===== src/rtl/mesh_vertex_store_face_normal_defines.svh =====
// ----------------------------------------------------------------------------
// Mesh vertex store assertion macros
// Shared concurrent assertion forms for the face normal block.
// ----------------------------------------------------------------------------
`ifndef MESH_VERTEX_STORE_FACE_NORMAL_DEFINES_SVH
`define MESH_VERTEX_STORE_FACE_NORMAL_DEFINES_SVH

// implication checked every clock edge outside reset
`define MVS_ASSERT_IMPL(label, ante, cons) \
    label: assert property (@(posedge clk) disable iff (!rst_n) (ante) |-> (cons)) \
        else $error("assertion failed");

// next-cycle implication
`define MVS_ASSERT_NEXT(label, ante, cons) \
    label: assert property (@(posedge clk) disable iff (!rst_n) (ante) |=> (cons)) \
        else $error("assertion failed");

`endif


===== src/rtl/mvsfn_pkg.sv =====
// ----------------------------------------------------------------------------
// mvsfn_pkg
// Constants and command/status types for the mesh vertex store.
// ----------------------------------------------------------------------------
package mvsfn_pkg;

    localparam int MaxTriangles = 16;
    localparam int Entries      = MaxTriangles * 3;
    localparam int EntW         = $clog2(Entries);
    localparam int TriW         = 4;

    localparam logic [1:0] FUNC_WRITE   = 2'd0;
    localparam logic [1:0] FUNC_SCALE   = 2'd1;
    localparam logic [1:0] FUNC_NORMAL  = 2'd2;
    localparam logic [1:0] FUNC_READ    = 2'd3;

    typedef enum logic [3:0] {
        OP_NONE,
        OP_WRITE,
        OP_RDPOS,
        OP_LOAD0,
        OP_LOAD1,
        OP_LOAD2,
        OP_SCALE_MUL,
        OP_SCALE_FIN,
        OP_CROSS,
        OP_CROSS_SUM,
        OP_NORM_PREP,
        OP_SQUARE,
        OP_SQRT,
        OP_DIV,
        OP_WNORM,
        OP_RESULT
    } op_t;

    typedef struct packed {
        op_t              op;
        logic [1:0]       idx;
        logic [EntW-1:0]  entry;
        logic             zero_out;
    } cmd_t;

    typedef struct packed {
        logic       done;
        logic       degen;
    } stat_t;

endpackage


===== src/rtl/mvsfn_ctrl.sv =====
// ----------------------------------------------------------------------------
// mvsfn_ctrl
// Sequencer: walks each command through its datapath steps.
// ----------------------------------------------------------------------------
`include "mesh_vertex_store_face_normal_defines.svh"
module mvsfn_ctrl (
    input  logic                 clk,
    input  logic                 rst_n,
    input  logic                 start,
    input  logic [1:0]           func,
    input  logic [3:0]           triangle_index,
    input  logic [1:0]           corner,
    output logic                 busy,
    output mvsfn_pkg::cmd_t      cmd,
    input  mvsfn_pkg::stat_t     stat
);
    import mvsfn_pkg::*;

    typedef enum logic [3:0] {
        S_IDLE, S_WR, S_SC1, S_SC2, S_L0, S_L1, S_L2, S_CR, S_CS, S_NP,
        S_SQ, S_RT, S_DV, S_WN, S_RP, S_RES
    } state_t;

    state_t          state_reg, state_next;
    logic [1:0]      fn_reg, fn_next;
    logic [EntW-1:0] ent_reg, ent_next;
    logic [EntW-1:0] base_reg, base_next;
    logic            oob_reg, oob_next;
    logic [1:0]      wn_reg, wn_next;
    logic            acc;
    logic [EntW+1:0] ent_w;

    assign acc   = start && !busy;
    assign busy  = state_reg != S_IDLE;
    assign ent_w = (EntW+2)'(triangle_index) * (EntW+2)'(3) + (EntW+2)'(corner);

    always_comb
    begin
        state_next = state_reg;
        fn_next    = fn_reg;
        ent_next   = ent_reg;
        base_next  = base_reg;
        oob_next   = oob_reg;
        wn_next    = wn_reg;
        cmd        = '{op: OP_NONE, idx: 2'd0, entry: ent_reg, zero_out: oob_reg};
        case (state_reg)
            S_IDLE:
            begin
                if (acc)
                begin
                    fn_next   = func;
                    oob_next  = (32'(triangle_index) >= MaxTriangles) || (corner == 2'd3);
                    ent_next  = ent_w[EntW-1:0];
                    base_next = EntW'((EntW+2)'(triangle_index) * (EntW+2)'(3));
                    wn_next   = 2'd0;
                    if ((32'(triangle_index) >= MaxTriangles) || (corner == 2'd3))
                        state_next = S_RP;
                    else
                    begin
                        case (func)
                            FUNC_WRITE:  state_next = S_WR;
                            FUNC_SCALE:  state_next = S_SC1;
                            FUNC_NORMAL: state_next = S_L0;
                            default:     state_next = S_RP;
                        endcase
                    end
                end
            end
            S_WR:
            begin
                cmd.op = OP_WRITE;
                state_next = S_RP;
            end
            S_SC1:
            begin
                cmd.op = OP_RDPOS;
                state_next = S_SC2;
            end
            S_SC2:
            begin
                cmd.op = OP_SCALE_MUL;
                state_next = S_WN;
            end
            S_L0:
            begin
                cmd.op = OP_LOAD0;
                cmd.entry = base_reg;
                state_next = S_L1;
            end
            S_L1:
            begin
                cmd.op = OP_LOAD1;
                cmd.entry = base_reg + EntW'(1);
                state_next = S_L2;
            end
            S_L2:
            begin
                cmd.op = OP_LOAD2;
                cmd.entry = base_reg + EntW'(2);
                state_next = S_CR;
            end
            S_CR:
            begin
                cmd.op = OP_CROSS;
                state_next = S_CS;
            end
            S_CS:
            begin
                cmd.op = OP_CROSS_SUM;
                state_next = S_NP;
            end
            S_NP:
            begin
                cmd.op = OP_NORM_PREP;
                if (!stat.done)
                    state_next = S_NP;
                else
                    state_next = stat.degen ? S_WN : S_SQ;
            end
            S_SQ:
            begin
                cmd.op = OP_SQUARE;
                state_next = S_RT;
            end
            S_RT:
            begin
                cmd.op = OP_SQRT;
                if (stat.done)
                    state_next = S_DV;
            end
            S_DV:
            begin
                cmd.op = OP_DIV;
                if (stat.done)
                    state_next = S_WN;
            end
            S_WN:
            begin
                if (fn_reg == FUNC_SCALE)
                begin
                    cmd.op = OP_SCALE_FIN;
                    state_next = S_RP;
                end
                else
                begin
                    cmd.op = OP_WNORM;
                    cmd.entry = base_reg + EntW'(wn_reg);
                    wn_next = wn_reg + 2'd1;
                    if (wn_reg == 2'd2)
                        state_next = S_RP;
                end
            end
            S_RP:
            begin
                cmd.op = OP_RDPOS;
                state_next = S_RES;
            end
            S_RES:
            begin
                cmd.op = OP_RESULT;
                state_next = S_IDLE;
            end
            default: state_next = S_IDLE;
        endcase
    end

    always_ff @(posedge clk or negedge rst_n)
    begin
        if (!rst_n)
        begin
            state_reg <= S_IDLE;
            fn_reg    <= FUNC_WRITE;
            ent_reg   <= '0;
            base_reg  <= '0;
            oob_reg   <= 1'b0;
            wn_reg    <= 2'd0;
        end
        else
        begin
            state_reg <= state_next;
            fn_reg    <= fn_next;
            ent_reg   <= ent_next;
            base_reg  <= base_next;
            oob_reg   <= oob_next;
            wn_reg    <= wn_next;
        end
    end

    `MVS_ASSERT_NEXT(a_accept_busy, acc, busy)
    `MVS_ASSERT_NEXT(a_res_idle, state_reg == S_RES, state_reg == S_IDLE)
    `MVS_ASSERT_IMPL(a_wn_range, state_reg == S_WN && fn_reg != FUNC_SCALE, wn_reg != 2'd3)

endmodule


===== config.mk =====
export PLATFORM = sky130hd
export DESIGN_NAME = mvsfn_ctrl
export DESIGN_NICKNAME = d
export VERILOG_FILES = /design/src/rtl/mvsfn_pkg.sv /design/src/rtl/mvsfn_ctrl.sv
export VERILOG_INCLUDE_DIRS = /design/src /design/src/rtl
export SDC_FILE = /design/constraint.sdc
export NUM_CORES = 1
export LEC_CHECK = 0
export ABC_CLOCK_PERIOD_IN_PS = 3750
export BUFFER_PORTS_ARGS = -buffer_cell sky130_fd_sc_hd__buf_4
export CORE_ASPECT_RATIO = 2
export CORE_MARGIN = 3
export CORE_UTILIZATION = 46
export DETAILED_ROUTE_END_ITERATION = 6
export GPL_TIMING_DRIVEN = 0
export MAX_ROUTING_LAYER = met4
export PLACE_DENSITY = 0.65
export SLEW_MARGIN = 5
export SYNTH_ARGS = -nofsm -noshare
export SYNTH_HDL_FRONTEND = slang
export SYNTH_SLANG_ARGS = --single-unit

===== constraint.sdc =====
create_clock -name clk -period 3.75 [get_ports clk]
set_clock_uncertainty 0.2 [all_clocks]
set_input_delay 0.75 -clock clk [delete_from_list [all_inputs] [get_ports clk]]
set_output_delay 0.75 -clock clk [all_outputs]
set_load 0.02 [all_outputs]

==> flow_metrics.py, run 1 <==
metrics = {
    "status": {
        "status": "completed",
    },
    "clock_tree": {
        "cts_setup_buffers": 0,
        "numCtsBuffers": 3,
        "cts_hold_buffers": 0,
        "cts_tree": "built",
        "path_clk_slew_ps": 80,
        "cts_sinks": 21,
        "cts_resized": 0,
        "root_buffer": "clkbuf_8",
        "clock_latency_ps": 270,
        "clock_path_buffers": 2,
        "htree_levels": 1,
    },
    "critical_path": {
        "cp_slowest_cell": "nor4_1",
        "crit_family": "simple AND/OR/NAND/NOR gates",
        "crit_required_ps": 2800,
        "critPathBufInv": 2,
        "reg2regPathDepth": 7,
        "cp_slowest_stage_delay_ps": 690,
        "rrSetupSlack_ps": 1630,
        "worst_setup_path_start_kind": "flip-flop",
        "reg2reg_from": "state_reg[0]",
        "cp-end-kind": "output pin",
        "r2r-end": "state_reg[0]",
        "worstPathMaxFanout": 10,
        "crit_chain": "buf_2 -> nand2b_1 -> nor4_1 -> a32oi_1 -> o21ai_0 -> a32o_1 -> buf_4",
        "crit_type": "flip-flop to output pin",
        "worstPathArrival_ps": 2420,
    },
    "timing": {
        "drv_slew": 0,
        "maxSlewHeadroom_pct": 41.5,
        "final-hold-violation-count": 0,
        "setup_viol": 0,
        "worst_slack_ps": 377,
        "tns_ps": 0,
        "rsz0062_at_grt": "no",
        "worst_pin_slew_ps": 870,
        "fmax_mhz": 296,
        "finalCritPeriodShare_pct": 89.9,
        "min_period_ps": 3370,
    },
    "cells_and_area": {
        "finalNetCount": 259,
        "drive_gt1_share_pct": 23.9,
        "area_growth_pct": 16.3,
        "antenna-diode-count": 0,
        "instances_no_fill": 279,
    },
    "run": {
        "drv_cap": 0,
    },
    "floorplan": {
        "rows": 31,
        "core_mm2": 0.00368,
        "dieArea_mm2": 0.00472,
        "initial_core_util_pct": 48.5,
        "die_height_um": 94.2,
        "ios": 27,
        "fp.dieW_um": 50.1,
    },
    "synth": {
        "postSynthAreaPerCell_um2": 8.90,
        "netlist_area_mm2": 0.00179,
        "synth_compound_area_share_pct": 24.1,
        "synthTopCellsByArea": "dfrtp_1, ha_1, o21ai_0",
        "yosysMostFrequentCell": "nand2_1",
        "synth_common_cells": "nand2_1, dfrtp_1, o21ai_0, a21oi_1, ha_1",
        "synth_top_area_share_pct": 29.4,
        "yosysSeqAreaShare_pct": 29.4,
        "syn_inst": 201,
        "synth_edf_count": 0,
        "synthArstFlopShare_pct": 100,
        "synth_top_cell_by_area": "dfrtp_1",
        "synth-adder-area-share_pct": 11.8,
        "synth.distinct_cells": 48,
        "synth_top_family_by_area": "compound AO/OA/AOI/OAI gates",
        "muxShareOfSynthArea_pct": 7.00,
        "ys_warn_count": 0,
        "synth_simple_gate_area_share_pct": 16.7,
        "synth_xor_area_share_pct": 3.43,
        "synth-seq-cells": 21,
        "synth_ff_type": "dfrtp_1",
    },
    "global_routing": {
        "first_global_vias": 1654,
        "track_usage_pct": 22.5,
        "grt_max_degree": 22,
        "grt_pass1_wl_mm": 7.89,
        "antenna_found_initial": 0,
        "gr-total-overflow": 0,
    },
    "routing": {
        "num_vias": 1663,
        "via_per_inst": 5.96,
        "postRouteAntennaNets": 0,
        "first_iter_violations": 43,
        "wire_per_inst_um": 17.4,
        "drcViolationCount": 0,
        "first_pass_iters": 4,
        "drt_wl_total_mm": 4.86,
    },
    "hold_path": {
        "hold_class": "primary input to asynchronous set/reset pin",
    },
    "placement": {
        "pre_cts_slack_ps": 660,
        "io_buffer_count": 24,
        "place.gp.congestion": 0.908,
        "dp.cells": 275,
        "place_hpwl_mm": 4.03,
    },
    "pwr": {
        "switching_share_pct": 48.7,
        "cellLeakagePower_nw": 0.965,
        "power.share.sequential_pct": 24.1,
        "switching_power_w": 0.000910,
        "finalPower_w": 0.00187,
        "p_clk_share_pct": 8.1,
        "power.density_mw_per_mm2": 898,
        "p_comb_share_pct": 67.7,
        "peakVddDrop_mv": 0.407,
        "cellInternalPower_w": 0.000957,
    },
}
[layer usage]
metal | routed length (um) | GRT usage (%) | vias up
met1 | 1630 | 21.3 | 791
met3 | 197 | 1.91 | 22
met2 | 2730 | 41.5 | 62
met4 | 302 | 15.2 | 0
li1 | - | - | 788
met5 | 0 | - | -
[power groups by stage]
stage / clock, W / sequential [W] / combinational, W
2_1_floorplan: 0 / 0.000413 / 0.000886
3_3_place_gp: 0 / 0.000444 / 0.00123
3_5_place_dp: 0 / 0.000453 / 0.00126
4_1_cts: 0.000158 / 0.000449 / 0.00127
5_1_grt: 0.000165 / 0.000464 / 0.00138
6_report: 0.000152 / 0.000451 / 0.00126
[how the worst max path moves through the flow]
stage,start,end,slack [ps],cells past startpoint
floorplan,state_reg[3],cmd[6],1070,7
global placement,state_reg[0],cmd[5],690,7
detailed placement,state_reg[0],cmd[5],660,7
CTS,state_reg[0],cmd[5],370,7
global route,state_reg[0],cmd[5],200,7
finish,state_reg[0],cmd[5],380,7
[stage by stage]
stage          hold slack [ps]  instance area [um^2]  utilization (%)
6_report                   156                  2080             56.4
5_1_grt                    166                  2080             56.4
4_1_cts                    158                  2080             56.4
3_5_place_dp               275                  2030             55.2
3_3_place_gp               266                  2030             55.2
2_1_floorplan              249                  1790                -
[layout make-up]
class                           count  area [um^2]
Fill cell                         356         1610
Multi-Input combinational cell    158         1130
Timing Repair Buffer               24          180
Tap cell                           49         61.3
Sequential cell                    21          526
Inverter                            8         30.0
Clock inverter                      1         5.00
Clock buffer                        3         41.3
Buffer                             15          101
[layout by cell type (no fill, tap or decap), drive strengths merged, types with 3 or more instances in the layout]
cell / Yosys / routed
fa: 3 / 3
nand3: 7 / 7
dfrtp: 21 / 21
inv: 8 / 8
buf: 11 / 35
clkbuf: 4 / 7
a21oi: 15 / 15
nor2: 4 / 4
ha: 12 / 12
xnor2: 7 / 7
a31oi: 3 / 3
o21ai: 21 / 21
a221o: 3 / 3
nand2b: 3 / 3
nor2b: 8 / 8
o22ai: 4 / 4
nand2: 27 / 27
a32o: 3 / 3
mux2: 8 / 8
[cells by family (layout without fill, tap and decap cells)]
logic type | count (synthesis) | in the layout
DFF | 21 | 21
and+or+nand+nor | 58 | 58
adders and majority gates | 15 | 15
xor gates and xnor gates | 7 | 7
other | 1 | 2
muxes | 10 | 10
AOI/OAI and AO/OA | 66 | 66
buffers and inverters | 23 | 51
Note: power is estimated with default switching activity, not from simulation.
==> run 2: changes to the inputs <==
--- a/config.mk
+++ b/config.mk
@@ -6,7 +6,7 @@
 export SDC_FILE = /design/constraint.sdc
 export NUM_CORES = 1
 export LEC_CHECK = 0
-export ABC_CLOCK_PERIOD_IN_PS = 3750
+export ABC_CLOCK_PERIOD_IN_PS = 2710
 export BUFFER_PORTS_ARGS = -buffer_cell sky130_fd_sc_hd__buf_4
 export CORE_ASPECT_RATIO = 2
 export CORE_MARGIN = 3
@@ -14,7 +14,8 @@
 export DETAILED_ROUTE_END_ITERATION = 6
 export GPL_TIMING_DRIVEN = 0
 export MAX_ROUTING_LAYER = met4
-export PLACE_DENSITY = 0.65
+export PLACE_DENSITY = 0.67
+export RECOVER_POWER = 25
 export SLEW_MARGIN = 5
 export SYNTH_ARGS = -nofsm -noshare
 export SYNTH_HDL_FRONTEND = slang
==> constraint.sdc (replaced) <==
create_clock -name clk -period 2.71 [get_ports clk]
set_clock_uncertainty 0.2 [all_clocks]
set_input_delay 0.542 -clock clk [delete_from_list [all_inputs] [get_ports clk]]
set_output_delay 0.542 -clock clk [all_outputs]
set_load 0.02 [all_outputs]
==> run 2 against run 1 <==
Compared with the run above: the flow now finishes with violations (negative setup slack); non-clock buffer count is 18 higher; via count rose by 3.6%; total power up 60%; critical path depth stayed put; register-to-register slack got worse by 1300 ps; core utilization grew 7.3 points; die area unchanged; sequential cell count is the same; sequential share of layout area is 2.7 points lower; largest power group unchanged.
==> flow_metrics.py, run 2 (synthesis results as in run 1) <==
metrics = {
    "pwr": {
        "power.density_mw_per_mm2": 1280,
        "cellLeakagePower_nw": 1.10,
        "finalPower_w": 0.00299,
        "peakVddDrop_mv": 0.775,
    },
    "routing": {
        "drcViolationCount": 0,
        "drt_wl_total_mm": 5.04,
        "num_vias": 1723,
        "first_iter_violations": 51,
        "postRouteAntennaNets": 0,
        "wire_per_inst_um": 17.0,
        "via_per_inst": 5.80,
        "first_pass_iters": 4,
    },
    "floorplan": {
        "rows": 31,
        "core_mm2": 0.00368,
        "dieArea_mm2": 0.00472,
        "die_height_um": 94.2,
        "initial_core_util_pct": 48.5,
        "fp.dieW_um": 50.1,
        "ios": 27,
    },
    "timing": {
        "setup_viol": 3,
        "worst_pin_slew_ps": 1120,
        "maxSlewHeadroom_pct": 25.2,
        "min_period_ps": 2800,
        "drv_slew": 0,
        "worst_slack_ps": -94.4,
        "tns_ps": -185,
        "final-hold-violation-count": 0,
        "fmax_mhz": 357,
        "finalCritPeriodShare_pct": 103,
        "rsz0062_at_grt": "yes",
    },
    "cells_and_area": {
        "fillers": 331,
        "instances_no_fill": 297,
        "finalNetCount": 277,
        "area_growth_pct": 31.3,
        "antenna-diode-count": 0,
        "layout_commonest_cell": "buf_4",
        "drive_gt1_share_pct": 37.1,
        "layout_common_cells": "buf_4, nand2_1, o21ai_0",
    },
    "global_routing": {
        "grt_pass1_wl_mm": 8.20,
        "track_usage_pct": 23.1,
        "gr-total-overflow": 0,
        "grt_max_degree": 22,
        "antenna_found_initial": 0,
        "first_global_vias": 1759,
    },
    "critical_path": {
        "reg2reg_from": "state_reg[3]",
        "crit_type": "flip-flop to output pin",
        "r2r-end": "base_reg[3]",
        "cp_slowest_cell": "dfrtp_2",
        "cp-end-kind": "output pin",
        "crit_required_ps": 1970,
        "crit_chain": "ha_4 -> a21o_1 -> nand2_2 -> a32o_2 -> a31o_2 -> a221o_1 -> buf_6",
        "reg2regPathDepth": 9,
        "worstPathMaxFanout": 4,
        "worst_setup_path_start_kind": "flip-flop",
        "rrSetupSlack_ps": 310,
        "worstPathArrival_ps": 2060,
        "cp_slowest_stage_delay_ps": 450,
    },
    "status": {
        "violations": "negative setup slack",
        "status": "finished with violations",
    },
    "clock_tree": {
        "root_buffer": "clkbuf_8",
        "numCtsBuffers": 3,
        "htree_levels": 1,
        "cts_sinks": 21,
        "path_clk_slew_ps": 80,
        "cts_tree": "built",
        "clock_latency_ps": 260,
        "clock_path_buffers": 2,
    },
    "placement": {
        "dp.cells": 275,
        "io_buffer_count": 24,
        "place_hpwl_mm": 3.69,
        "place.gp.congestion": 0.913,
    },
    "hold_path": {
        "min-delay-start": "ent_reg[3]",
        "hold_depth": 2,
        "hold_class": "flip-flop to flip-flop",
        "hold_end": "ent_reg[3]",
    },
    "run": {
        "drv_cap": 0,
    },
}
[run 2: changes by cell type in the layout (fill, tap and decap cells not counted), moves of 3 or more]
cell      delta
buf_4       +14
buf_6        +5
clkbuf_1     -3
clkbuf_2     +4
dfrtp_1      -3
dfrtp_2      +3
nor2b_1      -3
[run 2: metal layers]
layer / global-route usage [%] / wire length, um / vias up
met1: 22.6 / 1670 / 804
met5: - / 0 / -
li1: - / - / 820
met3: 2.54 / 248 / 27
met2: 42.0 / 2820 / 72
met4: 14.3 / 310 / 0
[run 2: where the power goes]
part           internal [W]  total [W]  switching (W)
clock network      0.000104   0.000211       0.000108
registers          0.000466   0.000617       0.000151
logic               0.00103    0.00217        0.00114
total               0.00160    0.00299        0.00140
[run 2: area by class of cell]
| cell class | count | area, um^2 | area share [%] |
|---|---|---|---|
| Sequential cell | 21 | 529 | 22.5 |
| Multi-Input combinational cell | 158 | 1220 | 52.0 |
| Tap cell | 49 | 61.3 | 2.61 |
| Clock buffer | 3 | 41.3 | 1.76 |
| Inverter | 8 | 40.0 | 1.71 |
| Buffer | 13 | 96.3 | 4.10 |
| Clock inverter | 1 | 7.51 | 0.320 |
| Timing Repair Buffer | 44 | 352 | 15.0 |
[run 2: worst max-delay path by stage]
stage / startpoint / to
final: base_reg[1] / cmd[6]
after global routing: base_reg[1] / cmd[6]
after CTS: base_reg[1] / cmd[6]
after detailed placement: state_reg[0] / cmd[5]
after global placement: state_reg[0] / cmd[5]
after floorplan: state_reg[3] / cmd[6]
[run 2: worst max-delay path: cells and delay by family, from the launching register on]
family,cells,cell delay (ps)
AO/OA/AOI/OAI,4,880
adder cells (fa/ha/maj),1,260
buffers and inverters,1,140
flip-flops,1,450
AND/OR/NAND/NOR,1,70
[run 2: metrics by stage]
step / hold slack (ps) / setup WS [ps] / area, um^2 / utilization [%]
after detailed placement: 239 / -165 / 2030 / 55.2
final: 284 / -94.4 / 2350 / 63.7
after global routing: 318 / -166 / 2350 / 63.7
after global placement: 238 / -141 / 2030 / 55.2
after floorplan: 46.4 / 233 / 1790 / -
after CTS: 288 / -105 / 2240 / 60.8
[run 2: what timing repair did]
action	CTS	global route
pin swaps	6	11
endpoints found under the setup margin	9	7
resized for setup	21	19
hold buffers	1	0
cloned	0	0
endpoints found under the hold margin	21	0
setup buffers	10	9
==> run 3: changes to the inputs <==
--- a/config.mk
+++ b/config.mk
@@ -6,6 +6,7 @@
 export SDC_FILE = /design/constraint.sdc
 export NUM_CORES = 1
 export LEC_CHECK = 0
+export ABC_AREA = 1
 export ABC_CLOCK_PERIOD_IN_PS = 2710
 export BUFFER_PORTS_ARGS = -buffer_cell sky130_fd_sc_hd__buf_4
 export CORE_ASPECT_RATIO = 2
==> run 3 against run 2 <==
Compared with the run above: the run now ends clean; combinational power decreased by 14%; sequential share of layout area rose by 0.95 points; setup slack improved by 150 ps; core utilization decreased by 5.8 points; first-iteration DRC count decreased by 25%; clock power rose by 3%; register-to-register slack improved by 550 ps; synthesized cell count is 41% higher; hold slack better by 1.4 ps; total power decreased by 8.7%; die area grew 4.8%; design area is 4.3% lower; critical path type unchanged.
==> flow_metrics.py, run 3 <==
metrics = {
    "floorplan": {
        "core_mm2": 0.00388,
        "rows": 32,
        "ios": 27,
        "dieArea_mm2": 0.00494,
        "initial_core_util_pct": 48.5,
        "fp.dieW_um": 51.2,
        "die_height_um": 96.5,
    },
    "global_routing": {
        "grt_max_degree": 22,
        "track_usage_pct": 23.1,
        "first_global_vias": 1920,
        "grt_pass1_wl_mm": 8.31,
        "antenna_found_initial": 0,
        "gr-total-overflow": 0,
    },
    "cells_and_area": {
        "fillers": 429,
        "instances_no_fill": 370,
        "finalNetCount": 348,
        "area_growth_pct": 19.3,
        "layout_commonest_cell": "nand2_1",
        "antenna-diode-count": 0,
        "layout_common_cells": "nand2_1, inv_1, buf_4",
        "drive_gt1_share_pct": 20.1,
    },
    "synth": {
        "synth_common_cells": "nand2_1, inv_1, nand3_1, dfrtp_1, nor2_1",
        "synth_edf_count": 0,
        "synthTopCellsByArea": "dfrtp_1, nand2_1, ha_1",
        "yosysSeqAreaShare_pct": 27.9,
        "synth.distinct_cells": 30,
        "netlist_area_mm2": 0.00188,
        "synth_top_cell_by_area": "dfrtp_1",
        "synth_ff_type": "dfrtp_1",
        "syn_inst": 284,
        "synthArstFlopShare_pct": 100,
        "synth-seq-cells": 21,
        "synth_top_area_share_pct": 27.9,
        "yosysMostFrequentCell": "nand2_1",
        "postSynthAreaPerCell_um2": 6.63,
        "ys_warn_count": 0,
    },
    "timing": {
        "min_period_ps": 2650,
        "maxSlewHeadroom_pct": 22.8,
        "finalCritPeriodShare_pct": 97.9,
        "worst_pin_slew_ps": 1160,
        "drv_slew": 0,
        "whs_ps": 285,
        "rsz0062_at_grt": "yes",
        "fmax_mhz": 377,
        "final-hold-violation-count": 0,
        "setup_viol": 0,
        "worst_slack_ps": 58.2,
    },
    "critical_path": {
        "cp_slowest_cell": "dfrtp_1",
        "crit_required_ps": 1970,
        "cp_slowest_stage_delay_ps": 430,
        "path_common_cell": "nand2_1",
        "crit_chain": "ha_2 -> fa_2 -> nand2_2 -> xor2_1 -> nand2_1 -> nand2_1 -> nand2_1 -> nand4_1 -> buf_6",
        "crit_type": "flip-flop to output pin",
        "worst_setup_path_start_kind": "flip-flop",
        "worstPathMaxFanout": 3,
        "worstPathArrival_ps": 1910,
        "cp-end-kind": "output pin",
    },
    "clock_tree": {
        "numCtsBuffers": 3,
        "cts_tree": "built",
        "clock_latency_ps": 270,
        "clock_path_buffers": 2,
        "path_clk_slew_ps": 90,
        "cts_sinks": 21,
        "root_buffer": "clkbuf_8",
        "htree_levels": 1,
    },
    "placement": {
        "io_buffer_count": 24,
        "place.gp.congestion": 0.907,
        "pre_cts_slack_ps": 244,
        "dp.cells": 360,
        "place_hpwl_mm": 4.22,
    },
    "pwr": {
        "power.share.sequential_pct": 23.5,
        "switching_power_w": 0.00144,
        "cellInternalPower_w": 0.00129,
        "peakVddDrop_mv": 0.533,
        "p_clk_share_pct": 8.0,
        "power.density_mw_per_mm2": 1220,
        "switching_share_pct": 52.8,
        "p_comb_share_pct": 68.6,
        "cellLeakagePower_nw": 1.20,
    },
    "routing": {
        "first_pass_iters": 4,
        "first_iter_violations": 38,
        "wire_per_inst_um": 13.6,
        "drt_wl_total_mm": 5.05,
        "via_per_inst": 5.20,
        "postRouteAntennaNets": 0,
        "drcViolationCount": 0,
        "num_vias": 1923,
    },
    "hold_path": {
        "hold_class": "flip-flop to flip-flop",
    },
    "run": {
        "drv_cap": 0,
    },
    "status": {
        "status": "completed",
    },
}
run 3: cell count changes after synthesis, moves of 8 or more:
cell / change
nor2b_1: -8
nand2_1: +70
nor2_1: +17
nand3_1: +19
inv_1: +28
a21oi_1: -10
run 3: layout make-up:
type | instances | area, um^2 | share of cell area, %
Tap cell | 51 | 63.8 | 2.84
Multi-Input combinational cell | 220 | 1200 | 53.3
Timing Repair Buffer | 30 | 228 | 10.1
Inverter | 39 | 146 | 6.51
Buffer | 5 | 35.0 | 1.56
Sequential cell | 21 | 528 | 23.5
Clock inverter | 1 | 7.51 | 0.334
Clock buffer | 3 | 41.3 | 1.84
run 3: metrics by stage:
step	util (%)	total power [W]	area (um^2)	TNS, ps
after floorplan	-	0.00183	1890	0
after global placement	54.9	0.00241	2130	0
after detailed placement	54.9	0.00243	2130	0
after CTS	56.7	0.00267	2200	0
after global routing	57.9	0.00300	2250	-39.5
final	57.9	0.00273	2250	0
run 3: repair_timing:
item | CTS | global route
endpoints found under the hold margin | 21 | 0
pin swaps | 0 | 1
hold buffers | 1 | 0
endpoints found under the setup margin | 2 | 5
resized for setup | 2 | 8
setup buffers | 1 | 4
run 3: metal layers:
| metal | global-route usage, % | wire (um) | share of wire [%] |
|---|---|---|---|
| met5 | - | 0 | 0 |
| met4 | 15.3 | 293 | 5.8 |
| met3 | 1.69 | 152 | 3.0 |
| met2 | 44.8 | 2910 | 58 |
| met1 | 20.6 | 1690 | 34 |
run 3: final timing paths:
path,start,end,slack (ps),depth (start not counted)
hold / removal,ent_reg[1],ent_reg[1],290,2
max in group asynchronous,rst_n,state_reg[0],720,2
setup / recovery,wn_reg[0],cmd[5],60,9
hold reg to reg,ent_reg[1],ent_reg[1],290,2
min in group asynchronous,rst_n,ent_reg[2],820,2
setup reg to reg,state_reg[1],state_reg[1],860,8
run 3: power groups by stage:
| stage | registers [W] | logic, W | clock network [W] |
|---|---|---|---|
| global route | 0.000661 | 0.00210 | 0.000237 |
| floorplan | 0.000597 | 0.00124 | 0 |
| detailed placement | 0.000640 | 0.00179 | 0 |
| finish | 0.000641 | 0.00187 | 0.000218 |
| CTS | 0.000631 | 0.00181 | 0.000225 |
| global placement | 0.000638 | 0.00177 | 0 |
run 3: logic make-up (layout without fill, tap and decap cells):
group | count (synthesis) | after routing | share of synthesized area (%)
compound gates | 37 | 37 | 11.2
simple gates | 162 | 162 | 38.0
xor+xnor | 4 | 4 | 1.86
flops | 21 | 21 | 27.9
other cells | 1 | 2 | 0.199
fa+ha+maj | 15 | 15 | 11.2
buf+inv | 44 | 78 | 9.63
run 3: worst max-delay path: cells and delay by family, from the launching register on:
kind | cells | cell delay, ps
XOR/XNOR | 1 | 150
adder cells (fa/ha/maj) | 2 | 580
buffers and inverters | 1 | 130
flip-flops | 1 | 430
AND/OR/NAND/NOR | 5 | 330
